<file path="src/rtl/sha_pkg.sv">
package sha_pkg;
  localparam int LENGTH_COUNTER_BITS = 61;
  localparam int LEN_W = LENGTH_COUNTER_BITS;

  localparam logic [31:0] ROUND_K [64] = '{
    32'h428a2f98, 32'h71374491, 32'hb5c0fbcf, 32'he9b5dba5, 32'h3956c25b, 32'h59f111f1,
    32'h923f82a4, 32'hab1c5ed5, 32'hd807aa98, 32'h12835b01, 32'h243185be, 32'h550c7dc3,
    32'h72be5d74, 32'h80deb1fe, 32'h9bdc06a7, 32'hc19bf174, 32'he49b69c1, 32'hefbe4786,
    32'h0fc19dc6, 32'h240ca1cc, 32'h2de92c6f, 32'h4a7484aa, 32'h5cb0a9dc, 32'h76f988da,
    32'h983e5152, 32'ha831c66d, 32'hb00327c8, 32'hbf597fc7, 32'hc6e00bf3, 32'hd5a79147,
    32'h06ca6351, 32'h14292967, 32'h27b70a85, 32'h2e1b2138, 32'h4d2c6dfc, 32'h53380d13,
    32'h650a7354, 32'h766a0abb, 32'h81c2c92e, 32'h92722c85, 32'ha2bfe8a1, 32'ha81a664b,
    32'hc24b8b70, 32'hc76c51a3, 32'hd192e819, 32'hd6990624, 32'hf40e3585, 32'h106aa070,
    32'h19a4c116, 32'h1e376c08, 32'h2748774c, 32'h34b0bcb5, 32'h391c0cb3, 32'h4ed8aa4a,
    32'h5b9cca4f, 32'h682e6ff3, 32'h748f82ee, 32'h78a5636f, 32'h84c87814, 32'h8cc70208,
    32'h90befffa, 32'ha4506ceb, 32'hbef9a3f7, 32'hc67178f2
  };

  localparam logic [31:0] INIT_H [8] = '{
    32'h6a09e667, 32'hbb67ae85, 32'h3c6ef372, 32'ha54ff53a,
    32'h510e527f, 32'h9b05688c, 32'h1f83d9ab, 32'h5be0cd19
  };

  localparam logic [7:0] PAD_BYTE = 8'h80;

  typedef struct packed {
    logic       load_byte;
    logic [7:0] byte_val;
    logic       pad_start;
    logic       zero_fill;
    logic       put_len;
    logic       start_block;
    logic       round_step;
    logic       fold;
    logic       reinit;
    logic       clr_len;
  } sha_cmd_t;

  typedef struct packed {
    logic [5:0] fill;
    logic       last_round;
  } sha_stat_t;

  function automatic logic [31:0] ror(input logic [31:0] x, input int n);
    ror = (x >> n) | (x << (32 - n));
  endfunction
endpackage

</file>
<file path="src/rtl/sha_if.sv">
interface sha_in_if;
  logic       valid;
  logic       ready;
  logic [7:0] data_byte;
  logic       byte_present;
  logic       end_of_message;
  modport source (output valid, data_byte, byte_present, end_of_message, input ready);
  modport sink (input valid, data_byte, byte_present, end_of_message, output ready);
endinterface

interface sha_out_if;
  logic        valid;
  logic        ready;
  logic [31:0] digest_word;
  logic [2:0]  word_index;
  logic        last_word;
  modport source (output valid, digest_word, word_index, last_word, input ready);
  modport sink (input valid, digest_word, word_index, last_word, output ready);
endinterface

</file>
<file path="src/rtl/sha_datapath.sv">
module sha_datapath
  import sha_pkg::*;
(
  input  logic        clk,
  input  logic        rst,
  input  sha_cmd_t    cmd,
  input  logic [2:0]  rd_idx,
  output sha_stat_t   stat,
  output logic [31:0] h_word
);
  // Block bytes shift in at the low end; during rounds the same register
  // is the 16-word schedule window, W[t] in the top word.
  logic [511:0]     blk;
  logic [31:0]      h [8];
  logic [31:0]      v [8];
  logic [5:0]       rnd;
  logic [5:0]       pos;
  logic [LEN_W-1:0] len;
  logic [63:0]      bits;
  logic [7:0]       len_byte, sh_byte;
  logic             sh_en;
  logic [31:0]      w0, w1, w9, w14, s0w, s1w, wnew, s1, ch, t1, s0, mj;

  assign bits = {{(64-LEN_W){1'b0}}, len} << 3;
  assign len_byte = bits[{~pos[2:0], 3'b000} +: 8];
  assign sh_en = cmd.load_byte | cmd.pad_start | cmd.zero_fill | cmd.put_len;
  assign stat.fill = pos;
  assign stat.last_round = (rnd == 6'd63);
  assign h_word = h[rd_idx];

  always_comb begin
    if (cmd.load_byte) sh_byte = cmd.byte_val;
    else if (cmd.pad_start) sh_byte = PAD_BYTE;
    else if (cmd.put_len) sh_byte = len_byte;
    else sh_byte = 8'h00;
  end

  assign w0   = blk[511:480];
  assign w1   = blk[479:448];
  assign w9   = blk[223:192];
  assign w14  = blk[63:32];
  assign s0w  = ror(w1, 7) ^ ror(w1, 18) ^ (w1 >> 3);
  assign s1w  = ror(w14, 17) ^ ror(w14, 19) ^ (w14 >> 10);
  assign wnew = w0 + s0w + w9 + s1w;
  assign s1   = ror(v[4], 6) ^ ror(v[4], 11) ^ ror(v[4], 25);
  assign ch   = (v[4] & v[5]) ^ (~v[4] & v[6]);
  assign t1   = v[7] + s1 + ch + ROUND_K[rnd] + w0;
  assign s0   = ror(v[0], 2) ^ ror(v[0], 13) ^ ror(v[0], 22);
  assign mj   = (v[0] & v[1]) ^ (v[0] & v[2]) ^ (v[1] & v[2]);

  always_ff @(posedge clk) begin
    if (sh_en) blk <= {blk[503:0], sh_byte};
    else if (cmd.round_step) blk <= {blk[479:0], wnew};
    if (cmd.start_block) begin
      for (int i = 0; i < 8; i++) v[i] <= h[i];
    end else if (cmd.round_step) begin
      for (int i = 1; i < 8; i++) if (i != 4) v[i] <= v[i-1];
      v[4] <= v[3] + t1;
      v[0] <= t1 + s0 + mj;
    end
  end

  always_ff @(posedge clk) begin
    if (rst) begin
      len <= '0;
      pos <= '0;
      rnd <= '0;
      for (int i = 0; i < 8; i++) h[i] <= INIT_H[i];
    end else begin
      if (cmd.load_byte) len <= len + 1'b1;
      else if (cmd.clr_len) len <= '0;
      if (sh_en) pos <= pos + 6'd1;
      if (cmd.start_block) rnd <= '0;
      else if (cmd.round_step) rnd <= rnd + 1'b1;
      if (cmd.fold) for (int i = 0; i < 8; i++) h[i] <= h[i] + v[i];
      else if (cmd.reinit) for (int i = 0; i < 8; i++) h[i] <= INIT_H[i];
    end
  end
endmodule

</file>
<file path="src/rtl/sha_ctrl.sv">
module sha_ctrl
  import sha_pkg::*;
(
  input  logic      clk,
  input  logic      rst,
  sha_in_if.sink    in_ch,
  sha_out_if.source out_ch,
  input  sha_stat_t stat,
  output sha_cmd_t  cmd,
  output logic [2:0] rd_idx,
  input  logic [31:0] h_word
);
  localparam logic [2:0] S_IDLE = 3'd0, S_START = 3'd1, S_ROUND = 3'd2, S_FOLD = 3'd3,
                         S_PAD = 3'd4, S_EMIT = 3'd5, S_ZERO = 3'd6, S_LEN = 3'd7;
  logic [2:0] state, state_next;
  logic [2:0] ret, ret_next;
  logic [2:0] idx, idx_next;
  logic       acc;

  assign acc = in_ch.valid && in_ch.ready;
  assign in_ch.ready = (state == S_IDLE);
  assign out_ch.valid = (state == S_EMIT);
  assign out_ch.digest_word = h_word;
  assign out_ch.word_index = idx;
  assign out_ch.last_word = (idx == 3'd7);
  assign rd_idx = idx;

  always_comb begin
    cmd = '0;
    cmd.byte_val = in_ch.data_byte;
    state_next = state;
    ret_next = ret;
    idx_next = idx;
    unique case (state)
      S_IDLE: begin
        if (acc) begin
          cmd.load_byte = in_ch.byte_present;
          if (in_ch.byte_present && stat.fill == 6'd63) begin
            state_next = S_START;
            ret_next = in_ch.end_of_message ? S_PAD : S_IDLE;
          end else if (in_ch.end_of_message) begin
            state_next = S_PAD;
          end
        end
      end
      S_PAD: begin
        cmd.pad_start = 1'b1;
        if (stat.fill == 6'd55) state_next = S_LEN;
        else if (stat.fill == 6'd63) begin
          state_next = S_START;
          ret_next = S_ZERO;
        end else state_next = S_ZERO;
      end
      S_ZERO: begin
        cmd.zero_fill = 1'b1;
        if (stat.fill == 6'd55) state_next = S_LEN;
        else if (stat.fill == 6'd63) begin
          state_next = S_START;
          ret_next = S_ZERO;
        end
      end
      S_LEN: begin
        cmd.put_len = 1'b1;
        if (stat.fill == 6'd63) begin
          state_next = S_START;
          ret_next = S_EMIT;
        end
      end
      S_START: begin
        cmd.start_block = 1'b1;
        state_next = S_ROUND;
      end
      S_ROUND: begin
        cmd.round_step = 1'b1;
        if (stat.last_round) state_next = S_FOLD;
      end
      S_FOLD: begin
        cmd.fold = 1'b1;
        state_next = ret;
      end
      S_EMIT: begin
        if (out_ch.ready) begin
          idx_next = idx + 3'd1;
          if (idx == 3'd7) begin
            cmd.reinit = 1'b1;
            cmd.clr_len = 1'b1;
            state_next = S_IDLE;
          end
        end
      end
    endcase
  end

  always_ff @(posedge clk) begin
    if (rst) begin
      state <= S_IDLE;
      ret <= S_IDLE;
      idx <= '0;
    end else begin
      state <= state_next;
      ret <= ret_next;
      idx <= idx_next;
    end
  end
endmodule

</file>
<file path="src/rtl/sha256_stream_hash_core.sv">
// Streaming SHA-256. One byte per input transfer while collecting; a transfer
// that completes a 64-byte block holds the input while the block is hashed
// (load, the 64 rounds, then fold). end_of_message appends 0x80, zeros and the
// length one byte per cycle, then runs the final block; a fill of 56 or more
// takes a second pass of 64 padding bytes and a second block. Then eight
// digest words H0..H7 follow, one per transfer, and input reopens.
module sha256_stream_hash_core
  import sha_pkg::*;
(
  input logic       clk,
  input logic       rst,
  sha_in_if.sink    in_ch,
  sha_out_if.source out_ch
);
  sha_cmd_t    cmd;
  sha_stat_t   stat;
  logic [2:0]  rd_idx;
  logic [31:0] h_word;

  sha_ctrl u_ctrl (
    .clk, .rst, .in_ch, .out_ch, .stat, .cmd, .rd_idx, .h_word
  );

  sha_datapath u_dp (
    .clk, .rst, .cmd, .rd_idx, .stat, .h_word
  );

  a_no_both: assert property (@(posedge clk) disable iff (rst)
    !(in_ch.ready && out_ch.valid)) else $error("input and output both open");
  a_last: assert property (@(posedge clk) disable iff (rst)
    out_ch.valid && out_ch.ready && out_ch.last_word |=> in_ch.ready)
    else $error("not idle after digest");
  a_idx: assert property (@(posedge clk) disable iff (rst)
    out_ch.valid && !out_ch.ready |=> $stable(out_ch.word_index))
    else $error("index moved while stalled");
endmodule
</file>
<file path="src/flat_wrapper.sv">
// flat-port wrapper written by rule: the top's interface ports become plain ports
module sha256_stream_hash_core_flat import sha_pkg::*;
  (clk, rst, in_ch_valid, in_ch_data_byte, in_ch_byte_present, in_ch_end_of_message, in_ch_ready, out_ch_valid, out_ch_digest_word, out_ch_word_index, out_ch_last_word, out_ch_ready);
  sha_in_if in_ch_i ();
  sha_out_if out_ch_i ();
  input logic clk;
  input logic rst;
  input wire logic [$bits(in_ch_i.valid)-1:0] in_ch_valid;
  input wire logic [$bits(in_ch_i.data_byte)-1:0] in_ch_data_byte;
  input wire logic [$bits(in_ch_i.byte_present)-1:0] in_ch_byte_present;
  input wire logic [$bits(in_ch_i.end_of_message)-1:0] in_ch_end_of_message;
  output wire logic [$bits(in_ch_i.ready)-1:0] in_ch_ready;
  output wire logic [$bits(out_ch_i.valid)-1:0] out_ch_valid;
  output wire logic [$bits(out_ch_i.digest_word)-1:0] out_ch_digest_word;
  output wire logic [$bits(out_ch_i.word_index)-1:0] out_ch_word_index;
  output wire logic [$bits(out_ch_i.last_word)-1:0] out_ch_last_word;
  input wire logic [$bits(out_ch_i.ready)-1:0] out_ch_ready;
  assign in_ch_i.valid = in_ch_valid;
  assign in_ch_i.data_byte = in_ch_data_byte;
  assign in_ch_i.byte_present = in_ch_byte_present;
  assign in_ch_i.end_of_message = in_ch_end_of_message;
  assign in_ch_ready = in_ch_i.ready;
  assign out_ch_valid = out_ch_i.valid;
  assign out_ch_digest_word = out_ch_i.digest_word;
  assign out_ch_word_index = out_ch_i.word_index;
  assign out_ch_last_word = out_ch_i.last_word;
  assign out_ch_i.ready = out_ch_ready;
  sha256_stream_hash_core u_core (.clk(clk), .rst(rst), .in_ch(in_ch_i), .out_ch(out_ch_i));
endmodule
</file>
<file path="config.mk">
export PLATFORM = sky130hd
export DESIGN_NAME = sha256_stream_hash_core_flat
export DESIGN_NICKNAME = d
export VERILOG_FILES = /design/src/rtl/sha_pkg.sv /design/src/rtl/sha_if.sv /design/src/rtl/sha_datapath.sv /design/src/rtl/sha_ctrl.sv /design/src/rtl/sha256_stream_hash_core.sv /design/src/flat_wrapper.sv
export SDC_FILE = /design/constraint.sdc
export NUM_CORES = 2
export LEC_CHECK = 0
export BUFFER_PORTS_ARGS = -buffer_cell sky130_fd_sc_hd__clkbuf_2
export CORE_MARGIN = 1.5
export CORE_UTILIZATION = 55
export DETAILED_ROUTE_END_ITERATION = 8
export PLACE_DENSITY = 0.71
export SETUP_SLACK_MARGIN = 0.2
export SYNTH_ARGS = -nofsm -noshare
export SYNTH_HDL_FRONTEND = slang
export SYNTH_SLANG_ARGS = --single-unit
</file>
<file path="constraint.sdc">
create_clock -name clk -period 22.2 [get_ports clk]
set_input_delay 0 -clock clk [delete_from_list [all_inputs] [get_ports clk]]
set_output_delay 0 -clock clk [all_outputs]
set_load 0.03 [all_outputs]
</file>
==> summary.md <==
| Metric | Value |
|---|---|
| DIE WIDTH | `372.9 um` |
| Post-synth ARST share | `0%` |
| PortBufs | `about 50` |
| CTS Buffer Depth | `3` |
| Die ar. | `~140,000 um2` |
| Minimum clock period | `10,110 ps` |
| Fmax | `~99 MHz` |
| Post CTS Setup Buffer Count | `0` |
| Synth Flop Type | `edfxtp_1` |
| GPL Wtd Cong | `1.005` |
| Synth Warn # | `0` |
| Initial antenna violation count | `16` |
| Reg2reg start | `u_core.u_dp.rnd[1]` |
| Max-Cap Viols | `0` |
| Skew-Pair Late Insertion Delay | `between 700 and 800 ps` |
| TritonCTS clock tree | `yes` |
| Final ANT Viol Nets | `0` |
| Most frequent cell after synthesis | `nand2_1` |
| Register area | `31,190 um2` |
| Core area | `135,600 um2` |
| Dpl hpwl | `183,500 um` |
| Starting Density | `between 50% and 60%` |
| Least-Margin Pin Slew | `1162 ps` |
| Via count | `approximately 61,000` |
| Worst slew margin | `a little under a quarter` |
| Cell seen most often among critical-path stages | `o21ai_0` |
| Hold-fix buffers, CTS | `15` |
| Root buffer selected by CTS | `clkbuf_16` |
| Cell area after synthesis | `75,260 um2` |
| Crit path from | `u_core.u_dp.rnd[1]` |
| Number of global-route vias before repair | `57,832` |
| Sink Count | `approximately 1,100` |
| Buf+Inv Stages, Crit Path | `5` |
| Setup crit end kind | `flop` |
| Worst min path class | `in2reg` |
| Top cell type's share of synthesized area | `35.75%` |
| Synth Area per Inst | `9.076 um2` |
| Final-stage net count | `8,709` |
| Hold Path Origin | `in_ch_valid` |
| Htree depth | `4` |
| Synthesized Nets | `8,898` |
| Clock skew | `48.84 ps` |
| IO Pins | `52` |
| Fillers | `11,770` |
| Seq/Total Area, Yosys | `about two fifths` |
| Synth Instances | `8,292` |
| Crit path launch type | `flop` |
| Die Y | `between 300 and 400 um` |
| Fin crit share | `45.54%` |
| Max stage delay on crit path | `770 ps` |
| Final setup violating endpoints | `0` |
| Largest area contributor in the synthesized netlist | `edfxtp_1` |
| Crit path max-delay family | `compound AO/OA/AOI/OAI gates` |
| Final hold vios | `0` |
| GRT Total Usage | `34.94%` |
| CP max stage cell | `ha_1` |
| Count of pins over their slew limit | `0` |
| Synth cell types | `94` |
| Setup TNS | `0 ps` |
| Post-synth EDFFs | `896` |
| Post-CTS Resized | `0` |
| RSZ-0062 raised after global routing | `no` |
| Crit Path Max Fanout | `14` |
| Area taken by multi-input logic gates | `40,860 um2` |
| Synth cell count leaders | `nand2_1 (2,384), edfxtp_1 (896), a21oi_1 (460)` |
| Layout cell share with drive strength beyond 1 | `6.543%` |
| Worst-path clk slew | `about 60 ps` |
| Critical Path AT | `10,630 ps` |
| GRT overflow | `0` |
| Synth top area cells | `edfxtp_1 (36%), nand2_1 (12%), ha_1 (6.6%)` |
| Drt pass-1 iters | `7` |
| Req. time, crit path | `22,720 ps` |
| Vias per cell | `around 6.1` |
| Row Count | `135` |
| First-pass GRT wire length | `366,800 um` |
| Area Overhead vs Synth | `8.019%` |
| Wire length per cell | `24.69 um` |
| Number of remaining DRC errors | `0` |
| Worst Path Class, Setup | `reg2reg` |
| CTS buffer count | `130` |
| Starting DRT DRC Count | `6,919` |
| Synthesized flop and latch total | `1,109` |
| Status | `finished clean` |
| Post-Route WL | `246,700 um` |
| Largest net degree at the start of global routing | `227` |
[worst paths after layout]
kind                     endpoint  slack [ps]  cells after the start
max reg2reg  u_core.u_dp.v[0][28]       12090                     35
max          u_core.u_dp.v[0][28]       12090                     35
min            u_core.u_dp.len[3]          80                      5
min reg2reg                  flop         480                      2
[layout make-up]
cell class	count	share of cell area, %
timing repair buffer	138	1.225
multi-input combinational	6293	50.26
antenna	2	0.006157
tap	1781	2.741
inverter	431	1.993
clock inverter	68	1.110
clock buffer	168	4.302
sequential	1109	38.36
[stage by stage]
| step | hold WS, ps | instances | setup WS [ps] | instance area (um2) | utilization [%] |
|---|---|---|---|---|---|
| floorplan | 161.5 | 8292 | 8296 | 75260 | - |
| global placement | 305.6 | 9737 | 12180 | 76740 | 56.58 |
| detailed placement | 305.9 | 9737 | 12230 | 76740 | 56.58 |
| CTS | 33.01 | 9988 | 12230 | 81290 | 59.93 |
| global route | 82.99 | 9988 | 11600 | 81290 | 59.93 |
| finish | 81.16 | 9990 | 12090 | 81290 | 59.93 |
[routing by layer]
layer  track usage, %  up-vias  wire length [um]  part of all wire, %
li1                 -    28148                 -                    -
met1            48.08    29617            101500                   41
met2            53.94     2775            110500                   45
met3            5.806      503             21660                  8.8
met4            16.39       12             12900                  5.2
met5                0        -                70                0.028
[kinds of logic after synthesis]
family	Yosys count	synth area share (%)
AOI/OAI and AO/OA	1604	13.28
adders and majority gates	596	11.84
buffers and inverters	890	4.444
muxes	188	3.977
xor gates and xnor gates	572	6.657
and+or+nand+nor	3333	18.39
DFF	1109	41.42
[flip-flops by register name, indices dropped and copies added, names as in the netlist, named ones only]
register,flops
u_core.u_dp.rnd,6
u_core.u_dp.v,256
u_core.u_ctrl.ret,3
u_core.u_dp.blk,512
u_core.u_ctrl.out_ch.word_index,3
u_core.u_dp.len,61
u_core.u_dp.h,256
u_core.u_ctrl.state,3
u_core.u_dp.pos,6
[cells in the final DEF, fill, tap and decap left out, types with 82 or more instances in the layout]
cell type  count
xor2_1       237
a21oi_1      459
nand2_1     2381
a21o_1       196
xnor2_1      335
o21ai_0      448
nor2_1       361
edfxtp_1     896
ha_1         397
clkbuf_16    131
inv_1        428
nand3_1      127
fa_1         195
mux4_2        82
dfxtp_1      207
[tightest hold or removal path, delay by kind of cell]
| family | cells | cell delay (ps) |
|---|---|---|
| buffers and inverters | 1 | 120 |
| XOR/XNOR | 1 | 130 |
| AND/OR/NAND/NOR | 3 | 560 |
Power is left out: the tool's default activity adds up to more than one toggle a clock period on the data nets, which glitch-free logic cannot reach.
